==> src/design/tps_pkg.sv <==
// shared types and constants of the triangle plane slicer
`default_nettype none

package tps_pkg;

   localparam int COORD_W     = 32;
   localparam int DIFF_W      = COORD_W + 1;
   localparam int PROD_W      = DIFF_W + COORD_W;
   localparam int DIST_W      = PROD_W + 2;
   localparam int DEN_W       = DIST_W + 1;
   localparam int PP_LO_W     = 34;
   localparam int PP_HI_W     = DIST_W - PP_LO_W;
   localparam int PP0_W       = DIFF_W + PP_LO_W;
   localparam int PP1_W       = DIFF_W + PP_HI_W;
   localparam int NUM_W       = DIFF_W + DIST_W;
   localparam int NN_W        = NUM_W + 1;
   localparam int DD_W        = DEN_W + 1;
   localparam int QUOT_W      = DIFF_W + 1;
   localparam int REM_W       = DD_W;
   localparam int SUM_W       = QUOT_W + 2;
   localparam int BACK_STAGES = QUOT_W + 4;
   localparam int QUEUE_DEPTH = 4;
   localparam int QPTR_W      = 2;
   localparam int QCNT_W      = 3;
   localparam int CSR_IDX_W   = 3;

   localparam logic [CSR_IDX_W-1:0] CSR_PLANE_POINT_X  = 3'd0;
   localparam logic [CSR_IDX_W-1:0] CSR_PLANE_POINT_Y  = 3'd1;
   localparam logic [CSR_IDX_W-1:0] CSR_PLANE_POINT_Z  = 3'd2;
   localparam logic [CSR_IDX_W-1:0] CSR_PLANE_NORMAL_X = 3'd3;
   localparam logic [CSR_IDX_W-1:0] CSR_PLANE_NORMAL_Y = 3'd4;
   localparam logic [CSR_IDX_W-1:0] CSR_PLANE_NORMAL_Z = 3'd5;

   typedef logic signed [COORD_W-1:0] coord_type;
   typedef logic signed [DIST_W-1:0]  dist_type;

   localparam coord_type PLANE_NORMAL_Z_RESET = 32'sd65536;

   typedef struct packed {
      coord_type vert0_x;
      coord_type vert0_y;
      coord_type vert0_z;
      coord_type vert1_x;
      coord_type vert1_y;
      coord_type vert1_z;
      coord_type vert2_x;
      coord_type vert2_y;
      coord_type vert2_z;
   } req_type;

   typedef struct packed {
      coord_type seg_start_x;
      coord_type seg_start_y;
      coord_type seg_start_z;
      coord_type seg_end_x;
      coord_type seg_end_y;
      coord_type seg_end_z;
   } rsp_type;

   typedef struct packed {
      logic [CSR_IDX_W-1:0] index;
      logic [COORD_W-1:0]   wdata;
   } csr_type;

   typedef struct packed {
      coord_type [2:0] pa;
      coord_type [2:0] pb;
      dist_type        da;
      dist_type        db;
   } cross_type;

   typedef struct packed {
      cross_type [1:0] cr;
   } job_type;

endpackage

`default_nettype wire

==> src/design/tps_fifo.sv <==
// short job queue between the front end and the back end
`default_nettype none

module tps_fifo
   import tps_pkg::*;
   (
   input  logic    clock,
   input  logic    reset,
   input  logic    push,
   input  job_type push_data,
   output logic    full,
   input  logic    pop,
   output job_type pop_data,
   output logic    empty
   );

   job_type             mem_ff [QUEUE_DEPTH];
   logic [QPTR_W-1:0]   wptr_ff;
   logic [QPTR_W-1:0]   rptr_ff;
   logic [QCNT_W-1:0]   cnt_ff;
   logic [QCNT_W-1:0]   cnt_in;

   assign full     = (cnt_ff == QCNT_W'(QUEUE_DEPTH));
   assign empty    = (cnt_ff == '0);
   assign pop_data = mem_ff[rptr_ff];

   always_comb begin
      cnt_in = cnt_ff;
      if (push && !pop) begin
         cnt_in = cnt_ff + 1'b1;
      end else if (pop && !push) begin
         cnt_in = cnt_ff - 1'b1;
      end
   end

   always_ff @(posedge clock) begin
      if (reset) begin
         wptr_ff <= '0;
         rptr_ff <= '0;
         cnt_ff  <= '0;
      end else begin
         if (push) begin
            wptr_ff <= wptr_ff + 1'b1;
         end
         if (pop) begin
            rptr_ff <= rptr_ff + 1'b1;
         end
         cnt_ff <= cnt_in;
      end
   end

   always_ff @(posedge clock) begin
      if (push) begin
         mem_ff[wptr_ff] <= push_data;
      end
   end

endmodule

`default_nettype wire

==> config.mk <==
export PLATFORM = sky130hd
export DESIGN_NAME = tps_fifo
export DESIGN_NICKNAME = d
export VERILOG_FILES = /design/src/design/tps_pkg.sv /design/src/design/tps_fifo.sv
export SDC_FILE = /design/constraint.sdc
export NUM_CORES = 2
export LEC_CHECK = 0
export BUFFER_PORTS_ARGS = -buffer_cell sky130_fd_sc_hd__buf_2
export CAP_MARGIN = 20
export CORE_AREA = 2 2 504 506
export CTS_BUF_LIST = sky130_fd_sc_hd__clkbuf_16
export CTS_CLUSTER_SIZE = 25
export DETAILED_ROUTE_END_ITERATION = 8
export DIE_AREA = 0 0 506 508
export HOLD_SLACK_MARGIN = 0.05
export PLACE_DENSITY = 0.58
export SKIP_CTS_REPAIR_TIMING = 1
export SYNTH_ARGS = -nofsm -noshare
export SYNTH_HDL_FRONTEND = slang
export SYNTH_SLANG_ARGS = --single-unit
==> constraint.sdc <==
create_clock -name clock -period 21 [get_ports clock]
set_input_delay 4.2 -clock clock [delete_from_list [all_inputs] [get_ports clock]]
set_output_delay 4.2 -clock clock [all_outputs]
set_load 0.01 [all_outputs]
; Yosys cells after proc, flatten, opt, wreduce, memory -nomap -nowiden
; Memories as Yosys holds them, arrays and structs flattened. A register that Yosys moved wholly into a read port is not among the register bits.
; Index checks and enable logic that the tools add are counted.
[op_classes]
addsub = 4
n_eq_ne = 1
mux = 6
n_reduce_logical = 6
[ops]
columns = operator, n
row1 = 3-bit two-way mux, 2
row2 = 2-bit by 1-bit adder with 2-bit output (second input constant), 2
row3 = 2-bit two-way mux, 2
row4 = 3-bit by 1-bit adder with 3-bit output (second input constant), 1
row5 = 3-bit equality test (second input constant), 1
row6 = 3-bit logical NOT, 1
row7 = 3-bit by 1-bit subtractor with 3-bit output (second input constant), 1
row8 = 1-bit logical AND, 2
row9 = 1-bit logical NOT, 2
row10 = 1-bit two-way mux, 2
row11 = 2-bit nonzero test, 1
[totals]
regBits = 7
ramBits = 2608
inputBits = 656
output_inout_bits = 654
memories = 1
[memory_table]
columns = name, depth, width, rd, rd_clocked_by_memory_dff, wr, line
row1 = mem_ff, 4, 652, 1, 1, 1, tps_fifo.sv:17  ; job_type mem_ff [QUEUE_DEPTH];

; Logic depth before layout (Yosys ltp)
[depth]
word_depth = 4
mapped_depth = 7

; Worst setup path before layout
; OpenSTA, ideal clock, no wires.
[synth_path]
kind = input-to-reg
start = input push
end = memory mem_ff[0][0] (netlist name), enable pin
t_arrival_ps = 18812
t_required_ps = 19899
setup_slack_ps = 1087
stages = 1
path_cell_list = and2_1
[synth_via]
elab_chain_len = 2
[synth_rtl]
columns = item, line
row1 = from (decl), tps_fifo.sv:9  ; input logic push,
row2 = 1-bit two-way mux, tps_fifo.sv:53  ; if (push) begin
row3 = 1-bit two-way mux (not written as such), tps_fifo.sv:54  ; mem_ff[wptr_ff] <= push_data;
row4 = to (decl), tps_fifo.sv:17
; Every way passes these cells.

==> summary.md <==
| Metric | Value |
|---|---|
| Critical path's top delay family | buffers and inverters |
| Slowest cell delay on critical path | 0.82 ns |
| Count of placed standard cells including taps | 8039 |
| Total vias in the final route | 44100 |
| Final Non-Filler Cells | 8594 |
| CP required | 16.80 ns |
| Vias/cell | 5.13 |
| Final hold violation count | 0 |
| Bufs on Longest Clock Path | 4 |
| Sw Ratio | 22.6% |
| Die height | 508 um |
| Part of the cycle the worst path needs | 46.9% |
| Number of routed nets with antenna violations | 0 |
| Comb pwr share | 9.7% |
| Proportion of power drawn by the clock network | 39.6% |
| Share of final-layout standard cells stronger than drive strength 1 | 46.6% |
| Detail-routed net length per standard cell | 27.9 um |
| GRT overflow | 0 |
| Maximum net fanout on the critical path | 110 |
| Post-synth cell types | 21 |
| Number of instances in the synthesized netlist | 3450 |
| Worst Setup Path Type | flop to primary output |
| Buffer and inverter count on the worst path | 5 |
| Placeable Area | 252000 um2 |
| Tmin final | 9.85 ns |
| Layout overhead on the synthesized area | 20.7% |
| Final HPWL from detailed placement | 158000 um |
| Slack of the critical path | 11.15 ns |
| Normalized max-slew margin | 19.6% |
| # fillers | 21200 |
| Count of final max-slew check failures | 0 |
| Largest net degree at the start of global routing | 139 |
| Clock Pin Slew Worst Setup and Hold Paths | 0.06 ns |
| Vias in the first global route | 44900 |
| Number of max-cap violations | 0 |
| Sequential cell area fraction in the yosys report | 83.2% |
| Routed WL | 240000 um |
| Part of the total power dissipated in sequential elements | 50.7% |
| Inserted Clock Buffers | 291 |
| CTS tree | done |
| Starting density of the core | 37.4% |
| Drt pass-1 iters | 5 |
| First-pass GRT wire length | 334000 um |
| Cell area after layout | 114000 um2 |
| Slew at the pin with the worst max-slew slack | 1.21 ns |
| Most used cell along the critical path | sky130_fd_sc_hd__buf_4 |
| Mapped cell area | 94300 um2 |
| Final weighted congestion of routability-driven global placement | 0.829 |
| Starting DRT DRC Count | 3698 |
| Place WS | 11.76 ns |
| Yosys Warn Count | 0 |
| Areal power density over the cells | 105 nW/um2 |
| Count of H-tree levels built during CTS | 5 |
| Core Util, Final | 45.1% |
| Flip-flop and latch count after synthesis | 2617 |
| IO Port Bufs | 1309 |
| Cell-internal power | 9.26 mW |
| Upper clock frequency limit | 102 MHz |
| All-Layer GR Usage | 18.1% |
| Data arrival time of the critical path | 5.65 ns |
| Worst path cell trace | buf_12, buf_4, buf_4, buf_4, mux4_2, buf_2 |
| Post-route clock skew | 0.0603 ns |
| Horizontal die dimension | 506 um |
| Critical path capture point type | primary output |
| Cell area after placement | 105000 um2 |
| Net count, final | 5628 |
| CP max stage cell | sky130_fd_sc_hd__buf_4 |
| Area enclosed by the die boundary | 257000 um2 |
| Clock Root Buffer | sky130_fd_sc_hd__clkbuf_16 |
| Insertion delay to the later sink of the worst-skew pair | 0.87 ns |
| Std cell rows | 185 |
| Count of clock tree sinks | 2617 |
| Drc violations | 0 |
| Cell leakage power | 37.8 nW |
| Switching component of the power | 2.70 mW |
| Commonest non-fill, non-tap cell in the layout | sky130_fd_sc_hd__edfxtp_1 |
| Synthesized area per cell | 27.3 um2 |
| Design Power | 12.0 mW |
| Peak supply drop | 0.0000746 V |
| Most used cells in the layout excluding fill and tap cells | sky130_fd_sc_hd__edfxtp_1, sky130_fd_sc_hd__buf_2, sky130_fd_sc_hd__mux4_2, sky130_fd_sc_hd__clkbuf_16, sky130_fd_sc_hd__inv_1 |
| Worst-case hold slack | 0.512 ns |
| RSZ-0062 raised after global routing | false |
| Net count after synthesis | 4112 |
| Setup tns final | 0 ns |
| Worst hold-check path type | flop to flop |
| Crit start category | flop |
| Status | finished, final reports clean |
| Antenna violations before repair | 206 |
| I/O pin cnt | 1310 |
| Number of endpoints failing setup at the final stage | 0 |
[layout make-up]
type                            instances  area [um2]  share of cell area (%)
Timing Repair Buffer                 1370        7150                    6.28
Multi-Input combinational cell        682       14900                    13.1
Sequential cell                      2617       78500                    69.0
Antenna cell                           67         168                   0.147
Clock buffer                          292        7310                    6.42
Inverter                                4        15.0                  0.0132
Clock inverter                        196        1510                    1.33
Tap cell                             3366        4210                    3.70
[state kept, by name, indices dropped and copies added (netlist names), named ones only]
signal and count:
cnt_ff 3, mem_ff 2608, rptr_ff 2, wptr_ff 2
[power by group through the flow]
stage               registers, mW  clock network [mW]  logic, mW
global route                 6.08                5.04       1.24
detailed placement           6.18                   0       1.19
floorplan                    6.32                   0      0.631
CTS                          6.07                4.85       1.19
finish                       6.06                4.74       1.16
global placement             6.16                   0       1.18
[synthesized netlist by cell type]
master | n | share of area (%)
sky130_fd_sc_hd__edfxtp_1 | 2608 | 83
sky130_fd_sc_hd__mux4_2 | 652 | 16
sky130_fd_sc_hd__buf_2 | 75 | 0.40
sky130_fd_sc_hd__buf_6 | 32 | 0.38
sky130_fd_sc_hd__buf_1 | 27 | 0.11
sky130_fd_sc_hd__clkbuf_1 | 13 | 0.052
sky130_fd_sc_hd__dfxtp_1 | 9 | 0.19
sky130_fd_sc_hd__nor2_1 | 7 | 0.028
sky130_fd_sc_hd__ha_1 | 5 | 0.066
sky130_fd_sc_hd__and2_1 | 4 | 0.027
sky130_fd_sc_hd__inv_1 | 4 | 0.016
sky130_fd_sc_hd__xor2_1 | 3 | 0.028
sky130_fd_sc_hd__mux2i_1 | 2 | 0.021
sky130_fd_sc_hd__xnor2_1 | 2 | 0.019
sky130_fd_sc_hd__a21oi_1 | 1 | 0.0053
sky130_fd_sc_hd__fa_1 | 1 | 0.021
sky130_fd_sc_hd__nand2_1 | 1 | 0.0040
sky130_fd_sc_hd__nor3_1 | 1 | 0.0053
sky130_fd_sc_hd__nor3b_1 | 1 | 0.0080
sky130_fd_sc_hd__o21ai_0 | 1 | 0.0053
sky130_fd_sc_hd__or3_1 | 1 | 0.0066
[final timing paths]
kind,slack [ns],depth (start not counted),to,start
worst min-delay path,0.51,2,cnt_ff[2]$_SDFFE_PP0P_,cnt_ff[2]$_SDFFE_PP0P_
worst max-delay path,11.15,6,pop_data[556],flop
worst max register to register,16.27,7,mem_ff[2][411]$_DFFE_PP_,wptr_ff[0]$_SDFFE_PP0P_
worst min register to register,0.51,2,cnt_ff[2]$_SDFFE_PP0P_,cnt_ff[2]$_SDFFE_PP0P_
[kinds of logic after synthesis]
family	Yosys count	synth area share, %
fa+ha+maj	6	0.0876
flops	2617	83.2
simple gates	15	0.0783
compound gates	2	0.0106
xor+xnor	5	0.0464
mux	654	15.6
buf+inv	151	0.955
[worst min-delay path: cells and delay by family, from the launching register on]
family / cells / cell delay [ns]
flops: 1 / 0.32
compound gates: 2 / 0.14
[layer usage]
layer | vias up | global-route usage (%) | routed length, um
met5 | - | 0 | 844
met4 | 130 | 5.60 | 8270
met3 | 656 | 8.58 | 27100
met2 | 1834 | 29.5 | 117000
met1 | 23200 | 21.2 | 86800
li1 | 18300 | - | -
Note: power is estimated with default switching activity, not from simulation.
